<file path="config.mk">
export PLATFORM = sky130hd
export DESIGN_NAME = contiguous_page_allocator_top
export DESIGN_NICKNAME = d
export VERILOG_FILES = /design/src/sv/cpa_pkg.sv /design/src/sv/cpa_cell.sv /design/src/sv/cpa_fit.sv /design/src/sv/contiguous_page_allocator_top.sv
export SDC_FILE = /design/constraint.sdc
export NUM_CORES = 1
export LEC_CHECK = 0
export BUFFER_PORTS_ARGS = -buffer_cell sky130_fd_sc_hd__buf_4
export CAP_MARGIN = 20
export CORE_UTILIZATION = 30
export CTS_BUF_LIST = sky130_fd_sc_hd__clkbuf_4
export DETAILED_ROUTE_END_ITERATION = 6
export GPL_ROUTABILITY_DRIVEN = 0
export SETUP_SLACK_MARGIN = 0.02
export SLEW_MARGIN = 25
export SYNTH_ARGS = -nofsm -noshare
export SYNTH_HDL_FRONTEND = slang
export SYNTH_SLANG_ARGS = --single-unit
</file>
<file path="constraint.sdc">
create_clock -name clk_i -period 10.3 [get_ports clk_i]
set_clock_uncertainty 0.05 [all_clocks]
set_input_delay 0.515 -clock clk_i [delete_from_list [all_inputs] [get_ports clk_i]]
set_output_delay 0.515 -clock clk_i [all_outputs]
set_load 0.01 [all_outputs]
</file>
<file path="src/sv/cpa_pkg.sv">
// Shared types and constants of the contiguous page allocator.
package cpa_pkg;

  localparam int unsigned PAGE_REACH = 64;
  localparam int unsigned LEN_W      = 7;
  localparam int unsigned PAGE_W     = 6;
  localparam int unsigned CFG_IDX_W  = 2;
  localparam int unsigned CFG_DATA_W = 7;

  localparam logic [1:0] FIT_FIRST = 2'd0;
  localparam logic [1:0] FIT_BEST  = 2'd1;
  localparam logic [1:0] FIT_WORST = 2'd2;

  localparam logic REQ_ALLOC = 1'b0;
  localparam logic REQ_FREE  = 1'b1;

  localparam logic STATUS_OK       = 1'b0;
  localparam logic STATUS_NO_SPACE = 1'b1;

  localparam logic [CFG_IDX_W-1:0] CFG_FIT_MODE     = 2'd0;
  localparam logic [CFG_IDX_W-1:0] CFG_PAGES_IN_USE = 2'd1;

  typedef struct packed {
    logic              req_type;
    logic [LEN_W-1:0]  run_length;
    logic [PAGE_W-1:0] free_start;
  } cpa_req_t;

  typedef struct packed {
    logic              status;
    logic [PAGE_W-1:0] start_page;
  } cpa_rsp_t;

  // Control from the sequencer to the hole tracker.
  typedef struct packed {
    logic       clear;
    logic       step;
    logic       is_free;
    logic [1:0] mode;
  } cpa_fit_ctl_t;

  // Chosen run as seen by the sequencer.
  typedef struct packed {
    logic              have;
    logic [PAGE_W-1:0] pick;
  } cpa_fit_res_t;

endpackage

</file>
<file path="src/sv/cpa_cell.sv">
// One page cell of the circulating free map.
module cpa_cell (
  input  logic clk_i,
  input  logic rst_ni,
  input  logic shift_en_i,
  input  logic shift_in_i,
  output logic free_o
);

  logic free_q;

  // Take the neighbor's bit whenever the ring advances.
  always_ff @(posedge clk_i or negedge rst_ni) begin
    if (!rst_ni) begin
      free_q <= 1'b1;
    end else if (shift_en_i) begin
      free_q <= shift_in_i;
    end
  end

  assign free_o = free_q;

endmodule

</file>
<file path="src/sv/cpa_fit.sv">
// Hole tracker: follows free runs page by page and keeps the chosen run.
module cpa_fit #(
  parameter int unsigned IW = 7
) (
  input  logic                  clk_i,
  input  logic                  rst_ni,
  input  cpa_pkg::cpa_fit_ctl_t ctl_i,
  input  logic [IW-1:0]         pos_i,
  input  logic [cpa_pkg::LEN_W-1:0] len_i,
  output cpa_pkg::cpa_fit_res_t res_o
);

  localparam int unsigned WW = IW + 8;

  logic [cpa_pkg::LEN_W-1:0]  hole_q, hole_d, pick_len_q, pick_len_d, hole_inc;
  logic [cpa_pkg::PAGE_W-1:0] pick_q, pick_d;
  logic                       have_q, have_d, take;
  logic [WW-1:0]              first_start, close_start;

  assign hole_inc    = hole_q + cpa_pkg::LEN_W'(1);
  assign first_start = WW'(pos_i) + WW'(1) - WW'(len_i);
  assign close_start = WW'(pos_i) - WW'(hole_q);

  always_comb begin
    if (!have_q) begin
      take = 1'b1;
    end else if (ctl_i.mode == cpa_pkg::FIT_BEST) begin
      take = hole_q < pick_len_q;
    end else begin
      take = hole_q > pick_len_q;
    end
  end

  always_comb begin
    hole_d     = hole_q;
    pick_d     = pick_q;
    pick_len_d = pick_len_q;
    have_d     = have_q;
    if (ctl_i.clear) begin
      hole_d     = '0;
      pick_len_d = '0;
      have_d     = 1'b0;
    end else if (ctl_i.step) begin
      if (ctl_i.is_free) begin
        hole_d = hole_inc;
        // First fit: lock the first run that reaches the length.
        if (ctl_i.mode == cpa_pkg::FIT_FIRST && !have_q && hole_inc == len_i) begin
          have_d = 1'b1;
          pick_d = first_start[cpa_pkg::PAGE_W-1:0];
        end
      end else begin
        if (ctl_i.mode != cpa_pkg::FIT_FIRST && hole_q >= len_i && take) begin
          have_d     = 1'b1;
          pick_len_d = hole_q;
          pick_d     = close_start[cpa_pkg::PAGE_W-1:0];
        end
        hole_d = '0;
      end
    end
  end

  always_ff @(posedge clk_i or negedge rst_ni) begin
    if (!rst_ni) begin
      have_q     <= 1'b0;
      hole_q     <= '0;
      pick_len_q <= '0;
      pick_q     <= '0;
    end else begin
      have_q     <= have_d;
      hole_q     <= hole_d;
      pick_len_q <= pick_len_d;
      pick_q     <= pick_d;
    end
  end

  assign res_o.have = have_q;
  assign res_o.pick = pick_q;

endmodule

</file>
<file path="src/sv/contiguous_page_allocator_top.sv">
// Top level of the contiguous page allocator: page ring, sequencer and config registers.
// Steps from the request transfer to the result: a free makes one marking pass of the page
// ring; an allocate that passes the length and mode checks makes a search pass, the close and
// pick steps and a marking pass, or ends after pick when no hole fits; one that fails them makes no pass.
// Throughput is one item at a time, set by the page ring: one page passes the head cell per
// cycle, once for the search and once for marking; busy drops as the result appears.
// Reset: asynchronous, active low; every page free, fit_mode first fit, 64 pages; no stall.
module contiguous_page_allocator_top #(
  parameter int unsigned MAX_PAGES = 64
) (
  input  logic                               clk_i,
  input  logic                               rst_ni,
  input  logic                               start,
  output logic                               busy,
  input  cpa_pkg::cpa_req_t                  req_i,
  output logic                               done_o,
  output cpa_pkg::cpa_rsp_t                  rsp_o,
  input  logic                               cfg_valid_i,
  output logic                               cfg_ready_o,
  input  logic [cpa_pkg::CFG_IDX_W-1:0]      cfg_index_i,
  input  logic [cpa_pkg::CFG_DATA_W-1:0]     cfg_data_i
);

  // Counter over ring positions, and a position wide enough to name the page past the end.
  localparam int unsigned CW  = $clog2(MAX_PAGES);
  localparam int unsigned IW  = $clog2(MAX_PAGES + 1);
  localparam int unsigned WW  = IW + 8;
  localparam int unsigned LIM = (MAX_PAGES < cpa_pkg::PAGE_REACH) ? MAX_PAGES
                                                                  : cpa_pkg::PAGE_REACH;

  typedef enum logic [2:0] {
    ST_IDLE,
    ST_SCAN,
    ST_CLOSE,
    ST_PICK,
    ST_MARK
  } state_e;

  state_e                             state_q, state_d;
  logic [CW-1:0]                      cnt_q, cnt_d;
  cpa_pkg::cpa_req_t                  req_q, req_d;
  logic [cpa_pkg::LEN_W-1:0]          n_q, n_d, n_now;
  logic                               done_q, done_d;
  cpa_pkg::cpa_rsp_t                  rsp_q, rsp_d;
  logic [1:0]                         fit_mode_q;
  logic [cpa_pkg::LEN_W-1:0]          pages_q;

  logic [MAX_PAGES-1:0]               cell_free;
  logic                               shift_en, tail_bit, head, mark_bit, in_run, last;
  logic                               accept, fail_now;
  logic [IW-1:0]                      pos;
  logic [WW-1:0]                      pos_w, run_lo, run_hi;
  cpa_pkg::cpa_fit_ctl_t              fit_ctl;
  cpa_pkg::cpa_fit_res_t              fit_res;

  // ---------------------------------------------------------------------------
  // Configuration registers; the user must write them only while idle, which the block does not enforce; always ready.
  // ---------------------------------------------------------------------------
  assign cfg_ready_o = 1'b1;

  always_ff @(posedge clk_i or negedge rst_ni) begin
    if (!rst_ni) begin
      fit_mode_q <= cpa_pkg::FIT_FIRST;
      pages_q    <= cpa_pkg::LEN_W'(cpa_pkg::PAGE_REACH);
    end else if (cfg_valid_i && cfg_ready_o) begin
      unique case (cfg_index_i)
        cpa_pkg::CFG_FIT_MODE:     fit_mode_q <= cfg_data_i[1:0];
        cpa_pkg::CFG_PAGES_IN_USE: pages_q    <= cfg_data_i;
        default: ;
      endcase
    end
  end

  // Managed page count: clamp to the ring size and to the reach of start_page.
  assign n_now = (pages_q > cpa_pkg::LEN_W'(LIM)) ? cpa_pkg::LEN_W'(LIM) : pages_q;

  // ---------------------------------------------------------------------------
  // Page ring: page i sits in the head cell at step i of a pass; after a full
  // pass every page is back where it started.
  // ---------------------------------------------------------------------------
  assign shift_en = (state_q == ST_SCAN) || (state_q == ST_MARK);
  assign head     = cell_free[0];
  assign tail_bit = (state_q == ST_MARK) ? mark_bit : head;

  for (genvar k = 0; k < MAX_PAGES; k++) begin : g_cell
    logic shift_in;
    if (k == MAX_PAGES - 1) begin : g_tail
      assign shift_in = tail_bit;
    end else begin : g_mid
      assign shift_in = cell_free[k+1];
    end
    cpa_cell u_cell (
      .clk_i      (clk_i),
      .rst_ni     (rst_ni),
      .shift_en_i (shift_en),
      .shift_in_i (shift_in),
      .free_o     (cell_free[k])
    );
  end

  // Ring position; the close step stands for the used page just past the end.
  assign pos   = (state_q == ST_CLOSE) ? IW'(MAX_PAGES) : IW'(cnt_q);
  assign pos_w = WW'(pos);
  assign last  = (cnt_q == CW'(MAX_PAGES - 1));

  // Rewrite the head bit on the marking pass: used over the picked run,
  // free over the requested run inside the managed range.
  assign run_lo = (req_q.req_type == cpa_pkg::REQ_ALLOC) ? WW'(fit_res.pick)
                                                         : WW'(req_q.free_start);
  assign run_hi = run_lo + WW'(req_q.run_length);
  assign in_run = (pos_w >= run_lo) && (pos_w < run_hi);

  always_comb begin
    if (req_q.req_type == cpa_pkg::REQ_ALLOC) begin
      mark_bit = in_run ? 1'b0 : head;
    end else begin
      mark_bit = (in_run && pos_w < WW'(n_q)) ? 1'b1 : head;
    end
  end

  // ---------------------------------------------------------------------------
  // Hole tracker
  // ---------------------------------------------------------------------------
  assign accept = start && !busy;

  assign fit_ctl.clear   = accept;
  assign fit_ctl.step    = (state_q == ST_SCAN) || (state_q == ST_CLOSE);
  assign fit_ctl.is_free = (state_q == ST_SCAN) && head && (pos_w < WW'(n_q));
  assign fit_ctl.mode    = fit_mode_q;

  cpa_fit #(
    .IW (IW)
  ) u_fit (
    .clk_i  (clk_i),
    .rst_ni (rst_ni),
    .ctl_i  (fit_ctl),
    .pos_i  (pos),
    .len_i  (req_q.run_length),
    .res_o  (fit_res)
  );

  // ---------------------------------------------------------------------------
  // Sequencer
  // ---------------------------------------------------------------------------
  // Reject an allocate at once when no run can exist or the fit mode is none of the three named.
  assign fail_now = (req_i.run_length == '0) || (req_i.run_length > n_now)
                 || (fit_mode_q != cpa_pkg::FIT_FIRST && fit_mode_q != cpa_pkg::FIT_BEST
                     && fit_mode_q != cpa_pkg::FIT_WORST);

  always_comb begin
    state_d = state_q;
    cnt_d   = cnt_q;
    req_d   = req_q;
    n_d     = n_q;
    done_d  = 1'b0;
    rsp_d   = rsp_q;
    unique case (state_q)
      ST_IDLE: begin
        if (accept) begin
          req_d = req_i;
          n_d   = n_now;
          cnt_d = '0;
          if (req_i.req_type == cpa_pkg::REQ_FREE) begin
            state_d = ST_MARK;
          end else if (fail_now) begin
            done_d           = 1'b1;
            rsp_d.status     = cpa_pkg::STATUS_NO_SPACE;
            rsp_d.start_page = '0;
          end else begin
            state_d = ST_SCAN;
          end
        end
      end
      ST_SCAN: begin
        cnt_d = cnt_q + CW'(1);
        if (last) begin
          cnt_d   = '0;
          state_d = ST_CLOSE;
        end
      end
      ST_CLOSE: begin
        state_d = ST_PICK;
      end
      ST_PICK: begin
        cnt_d = '0;
        if (fit_res.have) begin
          state_d = ST_MARK;
        end else begin
          state_d          = ST_IDLE;
          done_d           = 1'b1;
          rsp_d.status     = cpa_pkg::STATUS_NO_SPACE;
          rsp_d.start_page = '0;
        end
      end
      ST_MARK: begin
        cnt_d = cnt_q + CW'(1);
        if (last) begin
          cnt_d        = '0;
          state_d      = ST_IDLE;
          done_d       = 1'b1;
          rsp_d.status = cpa_pkg::STATUS_OK;
          rsp_d.start_page = (req_q.req_type == cpa_pkg::REQ_ALLOC) ? fit_res.pick : '0;
        end
      end
      default: state_d = ST_IDLE;
    endcase
  end

  always_ff @(posedge clk_i or negedge rst_ni) begin
    if (!rst_ni) begin
      state_q <= ST_IDLE;
      cnt_q   <= '0;
      done_q  <= 1'b0;
      req_q   <= '0;
      n_q     <= '0;
      rsp_q   <= '0;
    end else begin
      state_q <= state_d;
      cnt_q   <= cnt_d;
      done_q  <= done_d;
      req_q   <= req_d;
      n_q     <= n_d;
      rsp_q   <= rsp_d;
    end
  end

  assign busy   = (state_q != ST_IDLE);
  assign done_o = done_q;
  assign rsp_o  = rsp_q;

endmodule

</file>
After elaboration in Yosys (flattened, before gate mapping)
Cells that the tools add are included.
{ "classes": {"muxes": 47, "n_eq_ne": 20, "reduce_logical": 39, "bitwise_logic": 1, "add_sub_neg": 6, "n_lt_le_gt_ge": 8} }
{ "ops": {"columns": ["op", "count"], "rows": [
  ["two-way mux 7 bit", 14],
  ["two-way mux 6 bit", 7],
  ["case mux 7 bit (3 select lines)", 1],
  ["two-way mux 3 bit", 6],
  ["case mux 6 bit (3 select lines)", 1],
  ["two-way mux 1 bit", 16],
  ["inequality test 2 bit, second input constant", 8],
  ["case mux 3 bit (5 select lines)", 1],
  ["> comparator 7 bit", 2],
  ["less-than comparator 7 bit", 2],
  ["adder 6 x 1 -> 6 bit, second input constant", 2],
  ["nonzero test 3 bit", 4],
  ["subtractor 6 bit", 2],
  ["logical AND 1 bit", 11],
  ["adder 6 x 7 -> 8 bit", 1],
  ["less-than comparator 7 x 8 -> 1 bit", 1],
  ["AND reduction 2 bit", 4],
  ["AND reduction 4 bit", 2],
  ["nonzero test 2 bit", 4],
  ["adder 7 x 1 -> 7 bit, second input constant", 1],
  ["equality test 7 bit", 1],
  ["greater-or-equal comparator 7 x 6 -> 1 bit", 1],
  ["greater-or-equal comparator 7 bit", 1],
  ["> comparator 7 bit, second input constant", 1],
  ["other kinds (18)", 27]
]} }
{ "word_totals": {"in_bits": 27, "output_inout_bits": 10, "ff_bits": 132, "wordCells": 200} }

Logic depth before layout (Yosys ltp)
Gate-level depths: netlist of run 1.
{ "logic_depth": {"ltp_word": 9, "mapped_depth": 17, "depth_no_buf": 16} }

Hierarchy
From an unflattened synthesis of run 1, not the netlist that was laid out.
{ "hier_totals": {"hier_cells": 676, "hier_area_um2": 7719.9} }
{ "modules_own_cells": {"columns": ["mod", "cells_each", "area_each_um2", "instances", "seq_area_each_um2"], "rows": [
  ["contiguous_page_allocator_top", 304, 3049.2, 1, 1177.4],
  ["cpa_cell", 2, 41.3, 64, 26.3],
  ["cpa_fit", 244, 2028.2, 1, 525.5]
]} }

Worst setup path before layout of run 1
Ideal clock, no wire load.
{ "synth_timing": {"path_type": "register to register", "start": "register req_q[13] (netlist name)", "end": "register g_cell[63].u_cell.free_q", "setup_slack_ps": 6756, "n_path_buf": 1, "stages_incl_launch_ff": 17, "setup_time_ps": 69, "arrival_time_ps": 3425, "cell_sequence": "dfrtp_1 -> clkbuf_1 -> mux2_2 -> ha_1 -> fa_1 -> a21o_1 -> a21oi_1 -> o21bai_1 -> a21oi_1 -> xnor2_1 -> ha_1 -> a21oi_1 -> o211ai_1 -> a221oi_1 -> o31ai_1 -> o21ai_0 -> nor2b_1"} }
{ "synth_between": {"elab_chain_cells": 8, "word_cells_on_any_way": 10, "cone_classes": "add/sub: 1; order compare: 2; mux: 5; reduce/logical: 2"} }
{ "synth_lines": {"columns": ["item", "line_no", "source"], "rows": [
  ["start: declaration", "contiguous_page_allocator_top.sv:41", "cpa_pkg::cpa_req_t req_q, req_d;"],
  ["start signal: assignment", "contiguous_page_allocator_top.sv:221", "req_q <= req_d;"],
  ["two-way mux 6 bit", "contiguous_page_allocator_top.sv:108", "assign run_lo = (req_q.req_type == cpa_pkg::REQ_ALLOC) ? WW'(fit_res.pick)"],
  ["adder 6 x 7 -> 8 bit", "contiguous_page_allocator_top.sv:110", "assign run_hi = run_lo + WW'(req_q.run_length);"],
  ["less-than comparator 7 x 8 -> 1 bit", "contiguous_page_allocator_top.sv:111", "assign in_run = (pos_w >= run_lo) && (pos_w < run_hi);"],
  ["logical AND 1 bit", "contiguous_page_allocator_top.sv:111", null],
  ["logical AND 1 bit", "contiguous_page_allocator_top.sv:117", "mark_bit = (in_run && pos_w < WW'(n_q)) ? 1'b1 : head;"],
  ["two-way mux 1 bit", "contiguous_page_allocator_top.sv:117", null],
  ["two-way mux 1 bit (*)", "contiguous_page_allocator_top.sv:114", "if (req_q.req_type == cpa_pkg::REQ_ALLOC) begin"],
  ["two-way mux 1 bit (*)", "contiguous_page_allocator_top.sv:83", "assign tail_bit = (state_q == ST_MARK) ? mark_bit : head;"],
  ["end signal: assignment", "cpa_cell.sv:17", "free_q <= shift_in_i;"],
  ["end: declaration", "cpa_cell.sv:10", "logic free_q;"]
]} }
Mark *: on every way between the ends. The rest lies on a longest branch, timed or not.
A chain may end at the register's enable or synchronous reset.

Worst setup path in the final report of run 1
{ "layout_timing": {"start": "register state_q[1]", "end": "register u_fit.pick_len_q[1] (netlist name)"} }
{ "layout_between": {"elab_chain_cells": 6, "word_cells_on_any_way": 15, "cone_classes": "order compare: 1; eq/ne: 3; mux: 2; reduce/logical: 9"} }
{ "layout_lines": {"columns": ["item", "line_no", "source"], "rows": [
  ["start: declaration", "contiguous_page_allocator_top.sv:39", "state_e state_q, state_d;"],
  ["start signal: assignment", "contiguous_page_allocator_top.sv:218", "state_q <= state_d;"],
  ["equality test 3 x 2 -> 1 bit", "contiguous_page_allocator_top.sv:102, contiguous_page_allocator_top.sv:127", null],
  ["two-way mux 7 bit", "contiguous_page_allocator_top.sv:102", "assign pos = (state_q == ST_CLOSE) ? IW'(MAX_PAGES) : IW'(cnt_q);"],
  ["less-than comparator 7 bit", "contiguous_page_allocator_top.sv:128", "assign fit_ctl.is_free = (state_q == ST_SCAN) && head && (pos_w < WW'(n_q));"],
  ["logical AND 1 bit", "contiguous_page_allocator_top.sv:128", null],
  ["inequality test 2 bit (no source line)", null, null],
  ["AND reduction 3 bit (no source line)", null, null],
  ["end signal: assignment", "cpa_fit.sv:71", "pick_len_q <= pick_len_d;"],
  ["end: declaration", "cpa_fit.sv:15", "logic [cpa_pkg::LEN_W-1:0] hole_q, hole_d, pick_len_q, pick_len_d, hole_inc;"]
]} }
Several ways; a longest one is shown, not always the timed one.

==> results of run 1 <==
[placed cells by master, fill, tap and decap left out, types with 4 or more instances in the layout]
cell and count:
sky130_fd_sc_hd__o2111ai_1 4, sky130_fd_sc_hd__nand2_1 60, sky130_fd_sc_hd__and2_1 6, sky130_fd_sc_hd__a211oi_1 4, sky130_fd_sc_hd__mux2i_1 5, sky130_fd_sc_hd__nor3_1 8
sky130_fd_sc_hd__clkbuf_4 18, sky130_fd_sc_hd__dfrtp_1 67, sky130_fd_sc_hd__inv_6 4, sky130_fd_sc_hd__nor2b_1 12, sky130_fd_sc_hd__xor2_1 11, sky130_fd_sc_hd__inv_1 54
sky130_fd_sc_hd__nand3_1 10, sky130_fd_sc_hd__xnor2_1 15, sky130_fd_sc_hd__a21oi_1 23, sky130_fd_sc_hd__nor2_1 17, sky130_fd_sc_hd__and3_1 8, sky130_fd_sc_hd__o31ai_1 7
sky130_fd_sc_hd__o21ai_0 32, sky130_fd_sc_hd__mux2_2 74, sky130_fd_sc_hd__o31a_1 4, sky130_fd_sc_hd__a21o_1 11, sky130_fd_sc_hd__a22o_1 14, sky130_fd_sc_hd__ha_1 61
sky130_fd_sc_hd__dfstp_2 65, sky130_fd_sc_hd__o21a_1 8, sky130_fd_sc_hd__buf_4 37
[synthesized netlist by cell type, types with 3 or more instances]
master / instances
sky130_fd_sc_hd__a211oi_1: 4
sky130_fd_sc_hd__a21o_1: 11
sky130_fd_sc_hd__a21oi_1: 23
sky130_fd_sc_hd__a22o_1: 14
sky130_fd_sc_hd__a22oi_1: 3
sky130_fd_sc_hd__and2_1: 6
sky130_fd_sc_hd__and3_1: 8
sky130_fd_sc_hd__clkbuf_1: 14
sky130_fd_sc_hd__dfrtp_1: 67
sky130_fd_sc_hd__dfstp_2: 65
sky130_fd_sc_hd__fa_1: 3
sky130_fd_sc_hd__ha_1: 61
sky130_fd_sc_hd__inv_1: 54
sky130_fd_sc_hd__mux2_2: 74
sky130_fd_sc_hd__mux2i_1: 5
sky130_fd_sc_hd__nand2_1: 60
sky130_fd_sc_hd__nand3_1: 10
sky130_fd_sc_hd__nand4_1: 3
sky130_fd_sc_hd__nor2_1: 18
sky130_fd_sc_hd__nor2b_1: 12
sky130_fd_sc_hd__nor3_1: 9
sky130_fd_sc_hd__o2111ai_1: 4
sky130_fd_sc_hd__o21a_1: 8
sky130_fd_sc_hd__o21ai_0: 32
sky130_fd_sc_hd__o31a_1: 4
sky130_fd_sc_hd__o31ai_1: 7
sky130_fd_sc_hd__or2_2: 3
sky130_fd_sc_hd__xnor2_1: 15
sky130_fd_sc_hd__xor2_1: 11
[path summary, 6_finish.rpt]
path,start,endpoint,slack (ns),cells after the start
min,req_i[2],req_q[2]$_DFFE_PN0P_,0.09,3
min in group asynchronous,rst_ni,req_q[0]$_DFFE_PN0P_,0.48,2
max in group asynchronous,rst_ni,state_q[1]$_DFFE_PN0P_,8.55,3
max,state_q[1]$_DFFE_PN0P_,u_fit.pick_len_q[1]$_DFFE_PN0P_,6.45,11
min reg2reg,req_q[5]$_DFFE_PN0P_,req_q[5]$_DFFE_PN0P_,0.44,2
max reg2reg,state_q[1]$_DFFE_PN0P_,u_fit.pick_len_q[1]$_DFFE_PN0P_,6.45,11
[per-stage QoR]
step	util	hold slack, ns	cells	area (um^2)
5_1_grt	0.347	0.0745	1024	8180
2_1_floorplan	-	0.169	654	7260
6_report	0.347	0.0861	1024	8180
3_3_place_gp	0.333	0.416	990	7860
4_1_cts	0.346	0.0463	1023	8180
3_5_place_dp	0.333	0.417	990	7860
[power groups by stage]
stage | clock, mW | sequential (mW) | combinational [mW]
after floorplan | 0 | 0.538 | 0.0255
after global routing | 0.414 | 0.532 | 0.0602
final | 0.380 | 0.531 | 0.0526
after global placement | 0 | 0.540 | 0.0531
after detailed placement | 0 | 0.540 | 0.0537
after CTS | 0.396 | 0.531 | 0.0542
[flip-flops by register name, summed over array words and instances (netlist names)]
register              cells
cnt_q                     6
g_cell.u_cell.free_o     64
done_o                    1
fit_mode_q                2
u_fit.pick_q              6
req_q                    14
u_fit.have_q              1
pages_q                   7
u_fit.hole_q              7
rsp_o                     7
state_q                   3
u_fit.pick_len_q          7
n_q                       7
[final cells by class]
| cell class | count | area, um^2 | share of cell area |
|---|---|---|---|
| well taps | 319 | 399 | 0.0488 |
| diodes | 1 | 2.50 | 0.000306 |
| flip-flops and latches | 132 | 3380 | 0.414 |
| clock inverters | 14 | 174 | 0.0213 |
| multi-input cells | 446 | 3580 | 0.438 |
| repair buffers | 39 | 299 | 0.0365 |
| inverters | 55 | 208 | 0.0254 |
| clock buffers | 18 | 135 | 0.0165 |
[repair_timing]
action | CTS | global route
endpoints found under the setup margin | 0 | 0
endpoints found under the hold margin | 42 | 0
hold buffers | 1 | 0
[cells by family after synthesis]
| group | Yosys count |
|---|---|
| xor+xnor | 26 |
| compound gates | 132 |
| simple gates | 144 |
| other cells | 1 |
| fa+ha+maj | 64 |
| flops | 132 |
| buf+inv | 76 |
| mux | 79 |
[layer usage]
layer  vias to the layer above  routed length (um)  GRT usage
li1                       2394                   -          -
met1                      2316                7130      0.176
met2                       103                7110      0.210
met3                        17                 747     0.0287
met4                         0                 161     0.0513
met5                         -                   0          0
[critical path: cells and delay by family (launching register included)]
kind                       cells  cell delay [ns]
AOI/OAI and AO/OA              4             0.93
buffers and inverters          2             0.20
and+or+nand+nor                4             1.69
adders and majority gates      1             0.31
DFF                            1             0.60
==> impl_metrics.prom, run 1 <==
# TYPE chip_impl_metric gauge
chip_impl_info{name="timing.critical_path.mode_cell",value="sky130_fd_sc_hd__inv_1"} 1
chip_impl_metric{name="synth_edf_count",unit=""} 0
chip_impl_metric{name="drt-pass1-iter-count",unit=""} 4
chip_impl_metric{name="die_y",unit="um"} 158
chip_impl_metric{name="internal_power",unit="mW"} 0.722
chip_impl_metric{name="place.port_buffers",unit=""} 35
chip_impl_metric{name="dieArea",unit="um^2"} 24800
chip_impl_metric{name="postCtsSetupBuffers",unit=""} 0
chip_impl_info{name="critical_path.cell_chain",value="or3b_4 -> nand2_1 -> inv_1 -> ha_1 -> inv_1 -> o221a_4 -> o21ai_2 -> o211ai_1 -> nor4_4 -> nor2_1 -> a22o_1"} 1
chip_impl_metric{name="synth_compound_area_frac",unit=""} 0.125
chip_impl_metric{name="synth-seq-cells",unit=""} 132
chip_impl_info{name="cp-end-kind",value="flip-flop"} 1
chip_impl_info{name="main_combinational_cell_family_by_area_after_synthesis",value="compound AO/OA/AOI/OAI gates"} 1
chip_impl_metric{name="crit_fanout",unit=""} 17
chip_impl_metric{name="yosysUniqueCellTypes",unit=""} 63
chip_impl_metric{name="num_rows",unit=""} 56
chip_impl_metric{name="fin_ws",unit="ns"} 6.45
chip_impl_metric{name="timing.slew.headroom",unit=""} 0.389
chip_impl_metric{name="clkSlewWorstSetupHoldPaths",unit="ns"} 0.12
chip_impl_metric{name="setup_viol",unit=""} 0
chip_impl_metric{name="ctsResizeCount",unit=""} 0
chip_impl_metric{name="grt_pass1_vias",unit=""} 4802
chip_impl_metric{name="synth.yosys.seq_area_share",unit=""} 0.466
chip_impl_metric{name="total_power",unit="mW"} 0.963
chip_impl_metric{name="synth_largest_type_area_fraction",unit=""} 0.235
chip_impl_metric{name="clock_sink_count",unit=""} 132
chip_impl_metric{name="floorplan.die.width",unit="um"} 158
chip_impl_metric{name="final.min_clock_period",unit="ns"} 3.85
chip_impl_metric{name="grt.total_usage",unit=""} 0.133
chip_impl_metric{name="power_frac_seq",unit=""} 0.551
chip_impl_metric{name="power_leakage",unit="nW"} 3.83
chip_impl_metric{name="critical_path_arrival",unit="ns"} 4.27
chip_impl_metric{name="switching_power",unit="mW"} 0.241
chip_impl_metric{name="post_synth_arst_share",unit=""} 1.00
chip_impl_metric{name="synthesis.nets",unit=""} 745
chip_impl_metric{name="coreArea",unit="um^2"} 23600
chip_impl_metric{name="timing_hold_violations_final",unit=""} 0
chip_impl_metric{name="tightestPinTransition",unit="ns"} 0.914
chip_impl_metric{name="top_level_ports",unit=""} 37
chip_impl_metric{name="detailed_placer_s_ending_hpwl",unit="um"} 11200
chip_impl_metric{name="worst_ep_required_time",unit="ns"} 10.71
chip_impl_metric{name="yosys.area_share.xor_xnor",unit=""} 0.0314
chip_impl_metric{name="grt_pass1_wl",unit="um"} 25100
chip_impl_metric{name="ctsHtreeMaxLevel",unit=""} 4
chip_impl_metric{name="grt_max_degree",unit=""} 76
chip_impl_metric{name="totalNegativeSetupSlack",unit="ns"} 0
chip_impl_metric{name="pre_cts_slack",unit="ns"} 6.43
chip_impl_metric{name="mappedNetlistArea",unit="um^2"} 7260
chip_impl_metric{name="netlist_instances",unit=""} 654
chip_impl_metric{name="antenna_found_initial",unit=""} 1
chip_impl_info{name="status",value="finished, final reports clean"} 1
chip_impl_metric{name="ir_drop",unit="V"} 0.0000571
chip_impl_metric{name="routed_wire_length_per_instance",unit="um"} 14.8
chip_impl_info{name="synth_ff_type",value="sky130_fd_sc_hd__dfrtp_1"} 1
chip_impl_info{name="yosys.area.top_type",value="sky130_fd_sc_hd__dfstp_2"} 1
chip_impl_info{name="synth.top_cells.by_area",value="sky130_fd_sc_hd__dfstp_2 (24%), sky130_fd_sc_hd__dfrtp_1 (23%), sky130_fd_sc_hd__mux2_2 (11%), sky130_fd_sc_hd__ha_1 (11%), sky130_fd_sc_hd__nand2_1 (3.1%)"} 1
chip_impl_metric{name="postRouteWirelength",unit="um"} 15100
chip_impl_metric{name="synthAdderAreaFrac",unit=""} 0.113
chip_impl_metric{name="clock_network_fraction_of_design_power",unit=""} 0.394
chip_impl_metric{name="initial_core_util",unit=""} 0.308
chip_impl_metric{name="share_comb_of_total_power",unit=""} 0.055
chip_impl_metric{name="synthMuxAreaShare",unit=""} 0.122
chip_impl_info{name="clock-root-buffer",value="sky130_fd_sc_hd__clkbuf_4"} 1
chip_impl_info{name="rsz0062_at_grt",value="no"} 1
chip_impl_metric{name="layout_area_overhead",unit="%"} 12.7
chip_impl_metric{name="nNetsFinal",unit=""} 782
chip_impl_metric{name="cts_inserted_buffers",unit=""} 17
chip_impl_metric{name="fmaxAchievable",unit="MHz"} 259
chip_impl_metric{name="ctsLongestPathBuffers",unit=""} 2
chip_impl_metric{name="post_drt_via_cell_ratio",unit=""} 4.72
chip_impl_metric{name="synth_warnings",unit=""} 0
chip_impl_metric{name="antenna_violating_nets_post_route",unit=""} 0
chip_impl_metric{name="yosys.area_share.simple",unit=""} 0.0996
chip_impl_info{name="crit_path_top_delay_cell",value="sky130_fd_sc_hd__nor4_4"} 1
chip_impl_metric{name="cellPowerDensity",unit="nW/um^2"} 118
chip_impl_info{name="clock_tree_from_tritoncts",value="built"} 1
chip_impl_metric{name="netSwitchingFraction",unit=""} 0.250
chip_impl_metric{name="num_vias",unit=""} 4830
chip_impl_metric{name="fraction_of_layout_instances_using_a_drive_strength_above_1",unit=""} 0.313
chip_impl_metric{name="drt_first_iter_violations",unit=""} 227
chip_impl_metric{name="cap_viol_max_count",unit=""} 0
chip_impl_metric{name="clk_latency",unit="ns"} 0.57
chip_impl_metric{name="max_stage_delay",unit="ns"} 0.76
chip_impl_metric{name="globalRoute.totalOverflow",unit=""} 0
chip_impl_metric{name="synth.avg_cell_area",unit="um^2"} 11.1
chip_impl_metric{name="final-max-slew-violation-count",unit=""} 0
chip_impl_metric{name="fin_crit_sh",unit=""} 0.374
chip_impl_info{name="timing.setup.critical_path_class",value="reg2reg"} 1
chip_impl_info{name="type_of_element_launching_the_critical_path",value="flip-flop"} 1
chip_impl_info{name="holdCritPathClass",value="in2reg"} 1
chip_impl_metric{name="nFillCells",unit=""} 2388
chip_impl_metric{name="drt_drc_violations_left",unit=""} 0
Power figures use the tool's default switching activity.
==> inputs of run 2 (changes only) <==
- clock period: 10.3 -> 3.8 ns (I/O delays scaled with it)
==> run 2 against run 1 <==
  * Final cell count grew 3.4%
  * Critical endpoint is now u_fit.pick_q[0]$_DFFE_PN0P_
  * Critical path depth fell by 1
  * Clock power grew to 2.8 times the previous value
  * Via count is 3.1% higher
  * Maximum frequency grew 9.9%
  * Routed wire length is 2.6% higher
  * Die area did not move
  * Utilization rose by 1.5 points
  * Highest routed layer unchanged
==> impl_metrics.prom, run 2 (synthesis results as in run 1) <==
# TYPE chip_impl_metric gauge
chip_impl_info{name="cp-end-kind",value="flip-flop"} 1
chip_impl_metric{name="grt_pass1_vias",unit=""} 4966
chip_impl_metric{name="total_power",unit="mW"} 2.67
chip_impl_info{name="clock-root-buffer",value="sky130_fd_sc_hd__clkbuf_4"} 1
chip_impl_info{name="status",value="finished, final reports clean"} 1
chip_impl_info{name="holdCritPathClass",value="in2reg"} 1
chip_impl_metric{name="grt_pass1_wl",unit="um"} 25600
chip_impl_metric{name="fmaxAchievable",unit="MHz"} 285
chip_impl_info{name="mostFrequentLayoutCell",value="sky130_fd_sc_hd__mux2_2"} 1
chip_impl_metric{name="hold_ws",unit="ns"} 0.216
chip_impl_info{name="clock_tree_from_tritoncts",value="built"} 1
chip_impl_metric{name="fin_crit_sh",unit=""} 0.923
chip_impl_metric{name="layout_area_overhead",unit="%"} 17.7
chip_impl_metric{name="place.port_buffers",unit=""} 35
chip_impl_info{name="timing.setup.critical_path_class",value="reg2reg"} 1
chip_impl_metric{name="num_vias",unit=""} 4978
chip_impl_metric{name="cellPowerDensity",unit="nW/um^2"} 312
chip_impl_metric{name="setup_viol",unit=""} 0
chip_impl_info{name="most-common-layout-cells",value="sky130_fd_sc_hd__mux2_2 (74), sky130_fd_sc_hd__dfrtp_1 (67), sky130_fd_sc_hd__dfstp_2 (65), sky130_fd_sc_hd__ha_1 (61), sky130_fd_sc_hd__nand2_1 (60)"} 1
chip_impl_metric{name="drt_first_iter_violations",unit=""} 320
chip_impl_info{name="type_of_element_launching_the_critical_path",value="flip-flop"} 1
chip_impl_metric{name="ctsHtreeMaxLevel",unit=""} 4
chip_impl_metric{name="totalNegativeSetupSlack",unit="ns"} 0
chip_impl_metric{name="tightestPinTransition",unit="ns"} 0.833
chip_impl_metric{name="clkSlewWorstSetupHoldPaths",unit="ns"} 0.12
chip_impl_metric{name="nFillCells",unit=""} 2349
chip_impl_metric{name="top_level_ports",unit=""} 37
chip_impl_metric{name="ctsLongestPathBuffers",unit=""} 2
chip_impl_info{name="min-delay-start",value="cfg_index_i[0]"} 1
chip_impl_metric{name="antenna_violating_nets_post_route",unit=""} 0
chip_impl_metric{name="ff2ff_setup_slack",unit="ns"} 0.29
chip_impl_metric{name="final-max-slew-violation-count",unit=""} 0
chip_impl_info{name="reg2reg_from",value="state_q[2]$_DFFE_PN0P_"} 1
chip_impl_metric{name="initial_core_util",unit=""} 0.308
chip_impl_info{name="holdPathEnd",value="pages_q[3]$_DFFE_PN0P_"} 1
chip_impl_metric{name="worst_ep_required_time",unit="ns"} 4.17
chip_impl_info{name="rsz0062_at_grt",value="no"} 1
chip_impl_metric{name="detailed_placer_s_ending_hpwl",unit="um"} 11200
chip_impl_metric{name="drt-pass1-iter-count",unit=""} 4
chip_impl_info{name="crit-reg2reg-capture",value="u_fit.pick_q[0]$_DFFE_PN0P_"} 1
chip_impl_metric{name="drt_drc_violations_left",unit=""} 0
chip_impl_metric{name="ir_drop",unit="V"} 0.000165
chip_impl_metric{name="globalRoute.totalOverflow",unit=""} 0
chip_impl_metric{name="final.min_clock_period",unit="ns"} 3.51
chip_impl_metric{name="clock_sink_count",unit=""} 132
chip_impl_metric{name="post_drt_via_cell_ratio",unit=""} 4.70
chip_impl_metric{name="timing.slew.headroom",unit=""} 0.445
chip_impl_metric{name="coreArea",unit="um^2"} 23600
chip_impl_metric{name="grt.total_usage",unit=""} 0.134
chip_impl_metric{name="clk_latency",unit="ns"} 0.55
chip_impl_metric{name="nNetsFinal",unit=""} 817
chip_impl_metric{name="floorplan.die.width",unit="um"} 158
chip_impl_metric{name="timing_hold_violations_final",unit=""} 0
chip_impl_metric{name="cap_viol_max_count",unit=""} 0
chip_impl_metric{name="dieArea",unit="um^2"} 24800
chip_impl_metric{name="grt_max_degree",unit=""} 89
chip_impl_metric{name="critical_path_arrival",unit="ns"} 3.88
chip_impl_metric{name="cts_inserted_buffers",unit=""} 17
chip_impl_metric{name="holdPathStages",unit=""} 3
chip_impl_metric{name="postRouteWirelength",unit="um"} 15500
chip_impl_metric{name="r2r_cells",unit=""} 10
chip_impl_metric{name="routed_wire_length_per_instance",unit="um"} 14.7
chip_impl_metric{name="crit_fanout",unit=""} 14
chip_impl_metric{name="die_y",unit="um"} 158
chip_impl_metric{name="largest_reg_flops",unit=""} 64
chip_impl_metric{name="power_leakage",unit="nW"} 4.00
chip_impl_metric{name="fraction_of_layout_instances_using_a_drive_strength_above_1",unit=""} 0.310
chip_impl_metric{name="antenna_found_initial",unit=""} 1
chip_impl_metric{name="num_rows",unit=""} 56
## run 2: cell types whose count changed in the layout (fill, tap and decap cells not counted), moves of 3 or more
cell,previous run,this run
sky130_fd_sc_hd__clkinv_1,1,4
sky130_fd_sc_hd__dlygate4sd3_1,1,27
sky130_fd_sc_hd__buf_4,37,45
sky130_fd_sc_hd__clkinv_4,3,0
## run 2: worst max-delay path, stage by stage, from the launching register on
cell	delay (ns)
sky130_fd_sc_hd__dfrtp_1	0.50
sky130_fd_sc_hd__or3b_4	0.47
sky130_fd_sc_hd__and2_1	0.28
sky130_fd_sc_hd__ha_1	0.31
sky130_fd_sc_hd__o21a_1	0.16
sky130_fd_sc_hd__o2111ai_1	0.21
sky130_fd_sc_hd__o21ai_2	0.11
sky130_fd_sc_hd__or2_1	0.44
sky130_fd_sc_hd__nor3_4	0.42
sky130_fd_sc_hd__nor2_2	0.11
sky130_fd_sc_hd__a221o_1	0.31
## run 2: timing repair
| item | in CTS | in global routing |
|---|---|---|
| endpoints found under the setup margin | 0 | 1 |
| gates resized for setup | 0 | 4 |
| hold endpoints to repair | 83 | 0 |
| buffers inserted | 0 | 0 |
| hold buffers | 27 | 0 |
## run 2: per-layer routing
| metal | global-route usage | vias up | wire [um] |
|---|---|---|---|
| met5 | 0 | - | 0 |
| met4 | 0.0675 | 0 | 369 |
| li1 | - | 2463 | - |
| met1 | 0.180 | 2406 | 7500 |
| met2 | 0.206 | 81 | 7070 |
| met3 | 0.0268 | 28 | 595 |
## run 2: area by class of cell
type | instances | area (um^2) | area share
clock buffer | 18 | 135 | 0.0158
clock inverter | 14 | 179 | 0.0209
tap | 319 | 399 | 0.0467
antenna | 1 | 2.50 | 0.000293
multi-input combinational | 446 | 3600 | 0.421
inverter | 55 | 208 | 0.0243
timing repair buffer | 74 | 639 | 0.0748
sequential | 132 | 3380 | 0.396
## run 2: metrics by stage
| stage | util | area (um^2) | worst slack, ns | cells |
|---|---|---|---|---|
| 2_1_floorplan | - | 7260 | 0.256 | 654 |
| 3_3_place_gp | 0.336 | 7940 | 0.388 | 999 |
| 3_5_place_dp | 0.336 | 7940 | 0.311 | 999 |
| 4_1_cts | 0.361 | 8530 | 0.288 | 1058 |
| 5_1_grt | 0.362 | 8540 | 0.0583 | 1059 |
| 6_report | 0.362 | 8540 | 0.291 | 1059 |
## run 2: worst max-delay path by stage
stage,from,to,slack (ns)
2_1_floorplan,req_q[13]$_DFFE_PN0P_,g_cell[63].u_cell.free_o$_DFFE_PN1P_,0.26
3_3_place_gp,req_q[13]$_DFFE_PN0P_,g_cell[63].u_cell.free_o$_DFFE_PN1P_,0.39
3_5_place_dp,state_q[2]$_DFFE_PN0P_,u_fit.pick_q[0]$_DFFE_PN0P_,0.31
4_1_cts,state_q[2]$_DFFE_PN0P_,u_fit.pick_q[0]$_DFFE_PN0P_,0.29
5_1_grt,req_q[13]$_DFFE_PN0P_,g_cell[63].u_cell.free_o$_DFFE_PN1P_,0.06
6_report,state_q[2]$_DFFE_PN0P_,u_fit.pick_q[0]$_DFFE_PN0P_,0.29
## run 2: where the power goes
part / internal, mW / switching (mW)
sequential: 1.43 / 0.0110
combinational: 0.0811 / 0.0885
clock: 0.527 / 0.534
